$ cat src/hdl/ogpd_pkg.sv
// Shared types and constants for the Ogg page demuxer.
// No dependencies; imported by the table loader, the top level and the testbench.
`timescale 1ns / 1ps

package ogpd_pkg;

    // Result status codes
    localparam logic [2:0] STAT_OK          = 3'd0;
    localparam logic [2:0] STAT_BAD_CAPTURE = 3'd1;
    localparam logic [2:0] STAT_BAD_VERSION = 3'd2;
    localparam logic [2:0] STAT_TRUNCATED   = 3'd3;
    localparam logic [2:0] STAT_CLEAN_END   = 3'd4;

    // Page header byte positions
    localparam logic [4:0] POS_VERSION    = 5'd4;
    localparam logic [4:0] POS_FLAGS      = 5'd5;
    localparam logic [4:0] POS_GRAN_FIRST = 5'd6;
    localparam logic [4:0] POS_GRAN_LAST  = 5'd13;
    localparam logic [4:0] POS_SEQ_FIRST  = 5'd18;
    localparam logic [4:0] POS_SEQ_LAST   = 5'd21;
    localparam logic [4:0] POS_SEG_COUNT  = 5'd26;

    localparam logic [7:0] FULL_SEG = 8'd255;

    // "OggS"
    localparam logic [7:0] CAPTURE [4] = '{8'h4F, 8'h67, 8'h67, 8'h53};

    // Descriptor RAM write command from the table loader
    typedef struct packed {
        logic       lac_we;
        logic       run_we;
        logic [7:0] addr;
        logic [7:0] lac_data;
        logic [7:0] run_data;
    } seg_wr_t;

    // Table loader status seen by the control logic
    typedef struct packed {
        logic       last;       // current byte is the last table entry
        logic       have_nz;    // a nonzero segment is present, current byte included
        logic [7:0] lead_next;  // leading zero count, current byte included
        logic [7:0] nz_count;   // nonzero segments stored so far
    } tbl_stat_t;

endpackage

$ cat src/hdl/ogpd_table_loader.sv
// Segment table loader: compacts nonzero lacing values and their zero runs.
// Depends on ogpd_pkg; drives the descriptor RAM write port.
`timescale 1ns / 1ps

module ogpd_table_loader (
    input  logic               clk,
    input  logic               rst_n,
    input  logic               start,      // segment count byte accepted
    input  logic               byte_en,    // table byte accepted
    input  logic [7:0]         in_byte,
    output ogpd_pkg::seg_wr_t  wr,
    output ogpd_pkg::tbl_stat_t stat
);
    import ogpd_pkg::*;

    logic [7:0] total_reg, total_next;
    logic [7:0] idx_reg, idx_next;
    logic [7:0] nz_reg, nz_next;
    logic [7:0] lead_reg, lead_next;
    logic [7:0] run_reg, run_next;

    always_comb
    begin
        total_next = total_reg;
        idx_next   = idx_reg;
        nz_next    = nz_reg;
        lead_next  = lead_reg;
        run_next   = run_reg;
        wr         = '0;
        if (start)
        begin
            total_next = in_byte;
            idx_next   = '0;
            nz_next    = '0;
            lead_next  = '0;
            run_next   = '0;
        end
        else if (byte_en)
        begin
            idx_next = idx_reg + 8'd1;
            if (in_byte != 8'd0)
            begin
                // new descriptor, its run starts empty
                wr.lac_we   = 1'b1;
                wr.run_we   = 1'b1;
                wr.addr     = nz_reg;
                wr.lac_data = in_byte;
                wr.run_data = 8'd0;
                nz_next     = nz_reg + 8'd1;
                run_next    = 8'd0;
            end
            else if (nz_reg != 8'd0)
            begin
                // extend run of the last descriptor
                wr.run_we   = 1'b1;
                wr.addr     = nz_reg - 8'd1;
                wr.run_data = run_reg + 8'd1;
                run_next    = run_reg + 8'd1;
            end
            else
            begin
                lead_next = lead_reg + 8'd1;
            end
        end
    end

    always_comb
    begin
        stat.last      = (({1'b0, idx_reg} + 9'd1) == {1'b0, total_reg});
        stat.have_nz   = (nz_next != 8'd0);
        stat.lead_next = lead_next;
        stat.nz_count  = nz_reg;
    end

    always_ff @(posedge clk or negedge rst_n)
    begin
        if (!rst_n)
        begin
            total_reg <= '0;
            idx_reg   <= '0;
            nz_reg    <= '0;
            lead_reg  <= '0;
            run_reg   <= '0;
        end
        else
        begin
            total_reg <= total_next;
            idx_reg   <= idx_next;
            nz_reg    <= nz_next;
            lead_reg  <= lead_next;
            run_reg   <= run_next;
        end
    end

endmodule

$ cat config.mk
export PLATFORM = sky130hd
export DESIGN_NAME = ogpd_table_loader
export DESIGN_NICKNAME = d
export VERILOG_FILES = /design/src/hdl/ogpd_pkg.sv /design/src/hdl/ogpd_table_loader.sv
export SDC_FILE = /design/constraint.sdc
export NUM_CORES = 1
export LEC_CHECK = 0
export ABC_AREA = 1
export BUFFER_PORTS_ARGS = -buffer_cell sky130_fd_sc_hd__buf_2
export CAP_MARGIN = 25
export CORE_ASPECT_RATIO = 0.8
export CORE_MARGIN = 2
export CORE_UTILIZATION = 43
export DETAILED_ROUTE_END_ITERATION = 7
export PLACE_DENSITY = 0.65
export SLEW_MARGIN = 25
export SYNTH_ARGS = -nofsm -noshare
export SYNTH_HDL_FRONTEND = slang
export SYNTH_SLANG_ARGS = --single-unit
$ cat constraint.sdc
create_clock -name clk -period 2 [get_ports clk]
set_clock_uncertainty 0.1 [all_clocks]
set_input_delay 0.3 -clock clk [delete_from_list [all_inputs] [get_ports clk]]
set_output_delay 0.3 -clock clk [all_outputs]
set_load 0.03 [all_outputs]
=== After elaboration in Yosys (flattened, before gate mapping) ===
Index checks and enable logic that the tools add are counted.

* Register bits after elaboration: 40
* Bits in latches: 0
* Bits in writable memories: 0
* Memory bits (read-only): 0
* Bits of input ports: 12
* Output and inout bits: 44
* Word-level logic and storage cells: 39
* Memories: 0

* Add/subtract/negate cells: 6
* $mul: 0
* Div/mod/pow operators: 0
* $lt $le $gt $ge: 0
* Equality and inequality tests: 1
* Shift operators: 0
* Muxes and demuxes: 21
* Bitwise logic cells: 0
* Reduce and logical (&&, ||, !) cells: 6

{| class="wikitable"
|+ Operators by type and width
! cell !! count
|-
| two-way mux 8 bit || 16
|-
| two-way mux 26 bit || 2
|-
| adder 8 x 1 -> 8 bit (second input constant) || 4
|-
| nonzero test 8 bit || 3
|-
| two-way mux 9 bit || 2
|-
| adder 8 x 1 -> 9 bit (second input constant) || 1
|-
| equality test 9 x 8 -> 1 bit || 1
|-
| subtractor 8 x 1 -> 8 bit (second input constant) || 1
|-
| nonzero test 3 bit || 1
|-
| AND reduction 2 bit || 1
|-
| nonzero test 2 bit || 1
|-
| two-way mux 1 bit || 1
|}

=== Logic depth before layout (Yosys ltp) ===
Gate-level depths: netlist of run 1.

* Word-level depth: 5
* Mapped depth: 11

=== Worst setup path before layout of run 1 ===
Ideal clock, no wire load.

* Kind: register -> output
* Start point: reg nz_reg[0]
* End point: out wr[5] (netlist name)
* Arrival: 2.329 ns
* Data required time: 1.600 ns
* Slack: -0.729 ns
* Cell stages (with the launch flop): 8
* Cell sequence: dfrtp_1 inv_1 ha_1 nand3_2 nor3_4 nor2_2 inv_1 nor4_1

{| class="wikitable"
|+ RTL lines
! what !! RTL line !! source
|-
| start, declared || ogpd_table_loader.sv:18 || <nowiki>logic [7:0] nz_reg, nz_next;</nowiki>
|-
| start signal, assigned || ogpd_table_loader.sv:89 || <nowiki>nz_reg <= nz_next;</nowiki>
|-
| end, declared || ogpd_table_loader.sv:11 || <nowiki>output ogpd_pkg::seg_wr_t wr,</nowiki>
|}

==> reports/summary.log, run 1 <==
INFO  drt            detail_route.vias_per_cell=4.868
INFO  critical_path  critPathMaxFanout=5
INFO  die            die-area=6811um2
INFO  synthesis      yosysUniqueCellTypes=29
INFO  placed_design  dp.cells=552
INFO  critical_path  path_class=reg2out
INFO  timing         grt_setup_unrepaired=true
INFO  synthesis      synth_enable_flop_cells=0
INFO  clock_tree     cell_at_the_root_of_the_clock_tree=clkbuf_8
INFO  timing         final_critical_delay_including_setup_and_external_delays=2.349ns
INFO  placed_design  portBuffers=55
INFO  outcome        run_status=finished with violations
INFO  timing         hold_violations=0
INFO  drt            detailed_router_s_first_iteration_violation_count=131
INFO  clock_tree     clk-insertion-delay-late=0.28ns
INFO  cells_and_area area_delta_synth_final=59.02%
INFO  die            die_y=74.22um
INFO  min_path       worst_hold_startpoint=in_byte[3]
INFO  timing         slew_viol_final=0
INFO  timing         tightestPinTransition=0.4212ns
INFO  timing         period_utilisation_layout=1.174
INFO  synthesis      synth-main-ff-cell=dfrtp_1
INFO  timing         clock.fmax=425.8MHz
INFO  synthesis      biggest_area_consumer_among_synthesized_cells=dfrtp_1
INFO  critical_path  startpoint=nz_reg[0]
INFO  grt            grt_antenna_before_repair=0
INFO  placed_design  hpwl_after_dpl=5305um
INFO  min_path       timing.hold.worst.class=in2reg
INFO  synthesis      syn_avg_cell_area=7.086um2
INFO  drt            post_drt_wl_per_cell=12.84um
INFO  flow_run       max_cap_violations=0
INFO  synthesis      mappedNetlistArea=2650um2
INFO  power_and_ir_drop cellLeakagePower=2.048nW
INFO  die            die_w=91.77um
INFO  power_and_ir_drop p_per_area=427.9nW/um2
INFO  cells_and_area antenna-diode-count=0
INFO  outcome        violations=setup timing
INFO  drt            routed-via-count=2775
INFO  synthesis      ys_top_cells_by_area=dfrtp_1 (38%), nand2_1 (12%), inv_1 (8.9%)
INFO  critical_path  critical_path_arrival=1.95ns
INFO  critical_path  crit_path_end_kind=output pin
INFO  cells_and_area drive_gt1_frac=0.4417
INFO  power_and_ir_drop irDropWorstVdd=271.1uV
INFO  cells_and_area finish.cell_count_without_fillers=570
INFO  synthesis      ys_warn_count=0
INFO  synthesis      syn-instance-count=374
INFO  timing         fin_tns_setup=-7.494ns
INFO  critical_path  r2r-start=nz_reg[0]
INFO  cells_and_area fin_nets=506
INFO  clock_tree     number_of_buffers_between_clock_root_and_the_deepest_sink=2
INFO  clock_tree     cts_num_sinks=40
INFO  grt            first_global_vias=2616
INFO  synthesis      most_frequent_cells_after_synthesis=nand2_1 (83), inv_1 (63), nor2_1 (49)
INFO  grt            grt_start_max_net_pins=31
INFO  placed_design  gp_congestion=0.8695
INFO  drt            detail-route-antenna-nets=0
INFO  grt            gr-total-overflow=0
INFO  grt            globalRouteTotalUtil=0.2209
INFO  drt            remaining_drc_errors=0
INFO  clock_tree     cts_tree=yes
INFO  clock_tree     cts-buffers-inserted=5
INFO  drt            wl=7321um
INFO  synthesis      synth-async-reset-ratio=1.000
INFO  timing         finalWorstSetupSlack=-0.3487ns
INFO  timing         final_setup_viols=27
INFO  clock_tree     path_clk_slew=0.08ns
INFO  critical_path  crit_required=1.60ns
INFO  synthesis      yosysTopAreaCellShare=0.3777
INFO  drt            firstDrtPassIters=4
INFO  synthesis      synth_sequential_area_ratio=0.3777
INFO  clock_tree     ctsHtreeMaxLevel=2
INFO  synthesis      yosys_register_bits=40
INFO  synthesis      synthesis.nets=391
INFO  die            core_region_area=5943um2
INFO  critical_path  worst_setup_path_start_kind=flop
INFO  timing         timing.max_slew.rel_slack=0.7163
INFO  die            row_count=25
INFO  synthesis      post-synth-top-count-cell=nand2_1
INFO  grt            global_route_wire_length_before_repair=11940um
INFO  die            initial_core_util=0.4459
INFO  die            num_io_pins=56
-- cell type report --
class	instances	area [um2]
tap	81	101.3
fill	470	1729
sequential	40	1008
inverter	64	257.7
clock buffer	6	72.57
multi-input combinational	263	1839
timing repair buffer	115	929.6
clock inverter	1	5.005
-- final timing paths --
path	cells after the start	to	slack (ns)
worst min register to register	2	run_reg[1]	0.42
worst min-delay path	3	total_reg[3]	0.16
worst max-delay path	10	stat[15]	-0.35
worst max register to register	13	run_reg[0]	0
min in group asynchronous	2	idx_reg[6]	0.33
max in group asynchronous	3	nz_reg[2]	1.00
-- stage by stage --
step             util  hold slack, ns  power (mW)  area, um2  setup slack [ns]
3_5_place_dp   0.6175          0.1048       1.246       3670           -0.1308
6_report       0.7091          0.1613       1.803       4214           -0.3487
4_1_cts        0.6935          0.1609       1.798       4121           -0.3340
5_1_grt        0.7091          0.1885       1.886       4214           -0.4974
2_1_floorplan       -        -0.09559       1.100       2938          -0.07507
3_3_place_gp   0.6175          0.1041       1.241       3670          -0.09338
-- layout by cell type (no fill, tap or decap), types with 3 or more instances in the layout --
cell type  instances
a21oi_1            4
a21oi_2            3
buf_2             28
buf_4             55
buf_6             29
clkbuf_8           5
dfrtp_1           34
dfrtp_2            6
ha_4               3
inv_1             55
inv_2              5
nand2_1           77
nand2_2            7
nand3_1           27
nand3_2           10
nand3_4            3
nand4_1            7
nor2_1            21
nor2_2             9
nor2_4            26
nor2_8             3
nor3_1             4
o21ai_0           14
o21ai_1            6
o21ai_4            3
o22ai_1            5
o31ai_1            3
xor2_1            10
-- power by group --
part	internal (mW)	switching (mW)
clock network	0.237	0.268
logic	0.177	0.270
registers	0.832	0.0185
total	1.25	0.557
-- cells by family (layout without fill, tap and decap cells) --
family          count (synthesis)  in the layout  share of synthesized area
compound gates                 41             41                    0.08357
flops                          40             40                     0.3777
xor+xnor                       14             14                    0.04627
buf+inv                        71            186                     0.1048
simple gates                  203            203                     0.3640
fa+ha+maj                       5              5                    0.02361
-- timing repair --
item / 4_1_cts / 5_1_grt
pin swaps: 26 / 15
setup endpoints to repair: 27 / 35
gates cloned: 0 / 0
setup buffers: 7 / 3
hold endpoints to repair: 10 / 0
hold buffers: 1 / 0
resized for setup: 87 / 19
-- critical path, stage by stage (launching register included) --
cell and delay, ns:
dfrtp_2 0.42, inv_2 0.08, ha_4 0.15, nand3_4 0.09, nor3_4 0.21, nand2_2 0.10
nor2_4 0.20, nand4_1 0.14, nand2_2 0.11, nor2_4 0.05, buf_6 0.13
-- metal layers --
layer | vias up | track usage | routed length (um)
li1 | 1412 | - | -
met5 | - | 0 | 0
met1 | 1287 | 0.3095 | 3480
met4 | 0 | 0.04975 | 38
met2 | 72 | 0.3619 | 3457
met3 | 4 | 0.04255 | 345
Note: power is estimated with default switching activity, not from simulation.
==> run 2: changes to the inputs <==
Settings changed: PLACE_DENSITY 0.65 to default, PLACE_DENSITY_LB_ADDON from default to 0.08.
==> reports/summary.log, run 2 (synthesis gave the netlist of run 1 again) <==
INFO  outcome        run_status=finished with violations
INFO  outcome        violations=setup timing
INFO  timing         hold_ws=0.1626ns [+0.001316 ns]
INFO  drt            remaining_drc_errors=0 [unchanged]
INFO  die            die-area=6811um2 [unchanged]
INFO  timing         final_setup_viols=27 [unchanged]
INFO  critical_path  cp_max_delay_cell=dfrtp_2
INFO  grt            first_global_vias=2651 [+1.3%]
INFO  die            initial_core_util=0.4459 [unchanged]
INFO  critical_path  critical_path_buf_inv_count=2 [unchanged]
INFO  critical_path  worst_r2r_path_depth=13 [unchanged]
INFO  drt            detail_route.vias_per_cell=4.991 [+2.5%]
INFO  critical_path  crit_required=1.60ns [about the same]
INFO  cells_and_area antenna-diode-count=0 [unchanged]
INFO  clock_tree     cell_at_the_root_of_the_clock_tree=clkbuf_8
INFO  placed_design  dp.cells=552 [unchanged]
INFO  critical_path  r2r_slack=0.07ns [+0.07 ns]
INFO  grt            grt_antenna_before_repair=0 [unchanged]
INFO  critical_path  critPathTopFamily=simple AND/OR/NAND/NOR gates
INFO  timing         slew_viol_final=0 [unchanged]
INFO  timing         tightestPinTransition=0.4523ns [+0.03116 ns]
INFO  drt            firstDrtPassIters=4 [unchanged]
INFO  drt            detail-route-antenna-nets=0 [unchanged]
INFO  critical_path  path_depth=10 [unchanged]
INFO  critical_path  critical_path_arrival=1.93ns [-0.02 ns]
INFO  power_and_ir_drop irDropWorstVdd=247.5uV [-8.7%]
INFO  clock_tree     ctsHtreeMaxLevel=2 [unchanged]
INFO  drt            post_drt_wl_per_cell=13.17um [+2.5%]
INFO  min_path       hold_depth=3 [unchanged]
INFO  drt            wl=7493um [+2.3%]
INFO  grt            globalRouteTotalUtil=0.2293 [+0.008403]
INFO  cells_and_area finish.cell_count_without_fillers=569 [-0.18%]
INFO  timing         hold_violations=0 [unchanged]
INFO  clock_tree     cts-buffers-inserted=5 [unchanged]
INFO  die            die_w=91.77um [unchanged]
INFO  placed_design  hpwl_after_dpl=5460um [+2.9%]
INFO  min_path       worst_hold_startpoint=in_byte[3]
INFO  die            row_count=25 [unchanged]
INFO  flow_run       max_cap_violations=0 [unchanged]
INFO  timing         timing.max_slew.rel_slack=0.6984 [-0.01781]
INFO  critical_path  crit_path_end_kind=output pin
INFO  clock_tree     clk-insertion-delay-late=0.29ns [about the same]
INFO  cells_and_area utilization=0.7059 [-0.003158]
INFO  timing         clock.fmax=429.1MHz [+0.77%]
INFO  min_path       timing.hold.worst.class=in2reg
INFO  die            num_io_pins=56 [unchanged]
INFO  placed_design  gp_congestion=0.8230 [-5.3%]
INFO  clock_tree     cts_tree=yes
INFO  critical_path  regToRegEndpoint=run_reg[1]
INFO  timing         finalWorstSetupSlack=-0.3307ns [+0.01801 ns]
INFO  placed_design  portBuffers=55 [unchanged]
INFO  critical_path  cpPeakStageDelay=0.41ns [about the same]
INFO  min_path       holdPathEnd=total_reg[3]
INFO  clock_tree     number_of_buffers_between_clock_root_and_the_deepest_sink=2 [unchanged]
INFO  critical_path  critPathMaxFanout=5 [unchanged]
INFO  timing         final_critical_delay_including_setup_and_external_delays=2.331ns [-0.01801 ns]
INFO  die            die_y=74.22um [unchanged]
INFO  clock_tree     path_clk_slew=0.08ns [about the same]
INFO  drt            routed-via-count=2840 [+2.3%]
INFO  placed_design  detailedPlace.worstSlack=-0.1539ns [-0.02313 ns]
INFO  clock_tree     cts_num_sinks=40 [unchanged]
INFO  timing         period_utilisation_layout=1.165 [-0.009006]
INFO  timing         grt_setup_unrepaired=true
INFO  cells_and_area area_delta_synth_final=58.31%
INFO  power_and_ir_drop cellLeakagePower=2.078nW [+1.5%]
INFO  grt            global_route_wire_length_before_repair=12430um [+4.1%]
INFO  cells_and_area fin_nets=504 [-0.40%]
INFO  cells_and_area mostFrequentLayoutCells=nand2_1 (74), inv_1 (55), buf_4 (50)
INFO  die            core_region_area=5943um2 [unchanged]
INFO  cells_and_area most_common_cell_after_layout_fill_and_taps_aside=nand2_1
INFO  power_and_ir_drop p_per_area=435.4nW/um2 [+1.8%]
INFO  grt            grt_start_max_net_pins=26 [-16%]
INFO  cells_and_area drive_gt1_frac=0.4365 [-0.005242]
INFO  drt            detailed_router_s_first_iteration_violation_count=123 [-6.1%]
INFO  critical_path  r2r-start=nz_reg[0]
INFO  critical_path  path_class=reg2out
INFO  critical_path  worstPathCellList=inv_2 > ha_4 > nand3_4 > nor3_4 > nand2_2 > nor2_4 > nand3_1 > nand2_2 > nor2_4 > buf_4
INFO  cells_and_area final.fill_count=490 [+4.3%]
INFO  grt            gr-total-overflow=0 [unchanged]
INFO  critical_path  worst_setup_path_start_kind=flop
[run 2: cell count changes in the layout (fill, tap and decap cells not counted), moves of 2 or more]
| cell | before | now |
|---|---|---|
| buf_2 | 28 | 30 |
| buf_4 | 55 | 50 |
| nand2_1 | 77 | 74 |
| nand3_1 | 27 | 30 |
| nand3_2 | 10 | 8 |
| nor2_1 | 21 | 23 |
| nor2_4 | 26 | 23 |
| o31ai_1 | 3 | 1 |
[run 2: final cells by class]
type | instances | area (um2) | area share
sequential | 40 | 1008 | 0.2404
clock inverter | 1 | 5.005 | 0.001193
inverter | 64 | 262.8 | 0.06263
clock buffer | 7 | 76.32 | 0.01819
tap | 81 | 101.3 | 0.02416
multi-input combinational | 263 | 1828 | 0.4357
timing repair buffer | 113 | 913.4 | 0.2177
[run 2: stage by stage]
step	setup TNS [ns]	cell area, um2	total power [mW]
after detailed placement	-1.792	3670	1.246
final	-7.566	4195	1.827
after floorplan	-0.7600	2938	1.100
after global placement	-1.047	3670	1.239
after global routing	-10.63	4195	1.915
after CTS	-7.924	4063	1.823
[run 2: routing by layer]
| metal | routed length (um) | track usage | share of wire |
|---|---|---|---|
| met5 | 0 | 0 | 0 |
| met4 | 57 | 0.05307 | 0.0076 |
| met3 | 281 | 0.03951 | 0.038 |
| met2 | 3655 | 0.3881 | 0.49 |
| met1 | 3498 | 0.3139 | 0.47 |
[run 2: report_power, final]
part           switching (mW)  internal [mW]
sequential             0.0170          0.832
combinational           0.269          0.175
clock                   0.288          0.245
[run 2: what timing repair did]
item | in CTS | in global routing
setup endpoints to repair | 27 | 35
cloned | 0 | 0
hold buffers | 1 | 0
resized for setup | 79 | 25
pin swaps | 24 | 9
endpoints found under the hold margin | 15 | 0
buffers inserted | 3 | 6
[run 2: worst max path at each step]
stage	start	end	slack [ns]
6_report	nz_reg[0]	stat[13]	-0.33
2_1_floorplan	nz_reg[0]	stat[15]	-0.08
3_5_place_dp	nz_reg[0]	stat[11]	-0.15
3_3_place_gp	in_byte[0]	wr[23]	-0.14
5_1_grt	nz_reg[0]	stat[13]	-0.48
4_1_cts	nz_reg[0]	stat[13]	-0.34
[run 2: worst reg2reg max path, cell delays in order, from the launching register on]
cell     delay, ns
dfrtp_2       0.41
inv_2         0.08
ha_4          0.15
nand3_4       0.09
nor3_4        0.21
buf_6         0.14
nor2_4        0.06
nor2_8        0.12
buf_6         0.11
buf_6         0.11
nand2_8       0.07
inv_8         0.09
nand2_2       0.04
o31ai_1       0.05
==> run 3: changes to the inputs <==
Clock period 2 ns to 1.95 ns, I/O delays scaled along.
==> reports/summary.log, run 3 (synthesis gave the netlist of run 1 again) <==
INFO  die            die_w=91.77um [unchanged]
INFO  power_and_ir_drop irDropWorstVdd=277.4uV [+12%]
INFO  flow_run       max_cap_violations=0 [unchanged]
INFO  clock_tree     path_clk_slew=0.08ns [about the same]
INFO  placed_design  dpl_cell_area=3702um2 [+0.89%]
INFO  die            die-area=6811um2 [unchanged]
INFO  placed_design  hpwl_after_dpl=5297um [-3.0%]
INFO  timing         period_utilisation_layout=1.201
INFO  grt            gr-total-overflow=0 [unchanged]
INFO  timing         slew_viol_final=0 [unchanged]
INFO  die            initial_core_util=0.4459 [unchanged]
INFO  grt            grt_start_max_net_pins=22 [-15%]
INFO  grt            grt_antenna_before_repair=0 [unchanged]
INFO  timing         tightestPinTransition=0.5100ns [+0.05768 ns]
INFO  cells_and_area fin_nets=505 [+0.20%]
INFO  drt            wl=7497um [about the same]
INFO  die            row_count=25 [unchanged]
INFO  die            die_y=74.22um [unchanged]
INFO  timing         timing.max_slew.rel_slack=0.6600 [-0.03845]
INFO  timing         final_critical_delay_including_setup_and_external_delays=2.342ns
INFO  critical_path  worst_r2r_path_depth=13 [unchanged]
INFO  critical_path  critical_path_arrival=1.95ns [+0.02 ns]
INFO  power_and_ir_drop p_per_area=454.4nW/um2 [+4.4%]
INFO  clock_tree     cts_num_sinks=40 [unchanged]
INFO  placed_design  gp_congestion=0.8349 [+1.4%]
INFO  critical_path  crit_path_end_kind=output pin
INFO  clock_tree     cts-buffers-inserted=5 [unchanged]
INFO  min_path       timing.hold.worst.class=in2reg
INFO  cells_and_area design_area=4279um2 [+2.0%]
INFO  clock_tree     cell_at_the_root_of_the_clock_tree=clkbuf_8
INFO  drt            post_drt_wl_per_cell=13.15um [-0.12%]
INFO  cells_and_area antenna-diode-count=0 [unchanged]
INFO  drt            detail-route-antenna-nets=0 [unchanged]
INFO  outcome        run_status=finished with violations
INFO  grt            global_route_wire_length_before_repair=12020um [-3.3%]
INFO  clock_tree     number_of_buffers_between_clock_root_and_the_deepest_sink=2 [unchanged]
INFO  cells_and_area area_delta_synth_final=61.47%
INFO  clock_tree     clk-insertion-delay-late=0.29ns [about the same]
INFO  critical_path  critPathMaxFanout=2 [-3]
INFO  drt            remaining_drc_errors=0 [unchanged]
INFO  critical_path  worst_setup_path_start_kind=flop
INFO  clock_tree     ctsHtreeMaxLevel=2 [unchanged]
INFO  outcome        violations=setup timing
INFO  drt            routed-via-count=2791 [-1.7%]
INFO  die            core_region_area=5943um2 [unchanged]
INFO  min_path       hold_depth=3 [unchanged]
INFO  die            num_io_pins=56 [unchanged]
INFO  cells_and_area mostFrequentLayoutCells=nand2_1 (75), inv_1 (56), buf_4 (51)
INFO  timing         final_setup_viols=27 [unchanged]
INFO  placed_design  portBuffers=55 [unchanged]
INFO  timing         grt_setup_unrepaired=true
INFO  timing         hold_violations=0 [unchanged]
INFO  cells_and_area drive_gt1_frac=0.4438 [+0.007287]
INFO  grt            first_global_vias=2553 [-3.7%]
INFO  drt            firstDrtPassIters=4 [unchanged]
INFO  power_and_ir_drop cellLeakagePower=2.040nW [-1.8%]
INFO  timing         finalWorstSetupSlack=-0.3922ns [-0.06150 ns]
INFO  cells_and_area most_common_cell_after_layout_fill_and_taps_aside=nand2_1
INFO  clock_tree     cts_tree=yes
INFO  timing         clock.fmax=426.9MHz
INFO  grt            globalRouteTotalUtil=0.2201 [-0.009213]
INFO  critical_path  crit_required=1.56ns [-0.04 ns]
INFO  drt            detailed_router_s_first_iteration_violation_count=100 [-19%]
INFO  drt            detail_route.vias_per_cell=4.896 [-1.9%]
INFO  timing         hold_ws=0.1996ns [+0.03700 ns]
INFO  critical_path  r2r_slack=0.04ns [-0.03 ns]
INFO  critical_path  path_class=reg2out
-- run 3: changes by cell type in the layout (fill, tap and decap cells not counted), moves of 2 or more --
| cell | before | now |
|---|---|---|
| nand3_1 | 30 | 26 |
| nand2_4 | 3 | 0 |
| nand3_2 | 8 | 11 |
| buf_2 | 30 | 28 |
| inv_2 | 5 | 3 |
| nor2_4 | 23 | 25 |
-- run 3: path summary, 6_finish.rpt --
| path | to | startpoint |
|---|---|---|
| worst max-delay path | stat[17] | idx_reg[1] |
| max in group asynchronous | nz_reg[1] | rst_n |
| worst max register to register | run_reg[0] | nz_reg[0] |
| worst min-delay path | total_reg[5] | in_byte[5] |
| worst min register to register | total_reg[2] | total_reg[2] |
| min in group asynchronous | idx_reg[5] | rst_n |
-- run 3: final cells by class --
| class | instances | area [um2] |
|---|---|---|
| multi-input combinational | 263 | 1869 |
| fill | 491 | 1664 |
| sequential | 40 | 1007 |
| timing repair buffer | 114 | 942.2 |
| inverter | 64 | 265.3 |
| tap | 81 | 101.3 |
| clock buffer | 7 | 86.33 |
| clock inverter | 1 | 7.507 |
-- run 3: timing repair --
action | in CTS | in global routing
hold endpoints to repair | 19 | 0
setup endpoints to repair | 27 | 27
gates resized for setup | 90 | 20
pin swaps | 26 | 9
hold buffers | 1 | 0
setup buffers | 4 | 4
-- run 3: worst max-delay path: stages (launching register included) --
cell     delay (ns)
dfrtp_1        0.43
ha_4           0.26
inv_1          0.07
nor2_1         0.04
nor3_1         0.21
nand2_1        0.10
nor2_1         0.17
nand3_2        0.12
nor3_4         0.13
buf_6          0.15
-- run 3: per-layer routing --
layer | vias to the layer above | part of all wire | track usage | wire (um)
li1 | 1423 | - | - | -
met1 | 1309 | 0.47 | 0.3191 | 3555
met2 | 57 | 0.48 | 0.3538 | 3578
met3 | 2 | 0.045 | 0.04053 | 338
met4 | 0 | 0.0032 | 0.03814 | 24
met5 | - | 0 | 0 | 0
-- run 3: where the power goes --
| group | internal [mW] | switching [mW] |
|---|---|---|
| clock network | 0.288 | 0.303 |
| registers | 0.853 | 0.0178 |
| logic | 0.200 | 0.283 |
| total | 1.34 | 0.604 |
-- run 3: through the flow --
step / setup WS [ns] / utilization / setup TNS (ns) / power (mW) / cells
after CTS: -0.3716 / 0.7017 / -8.419 / 1.943 / 566
after detailed placement: -0.1626 / 0.6229 / -2.295 / 1.300 / 553
after global routing: -0.4949 / 0.7200 / -11.02 / 2.027 / 570
after floorplan: -0.1176 / - / -1.501 / 1.130 / 374
final: -0.3922 / 0.7200 / -8.186 / 1.944 / 570
after global placement: -0.1280 / 0.6229 / -1.646 / 1.295 / 553
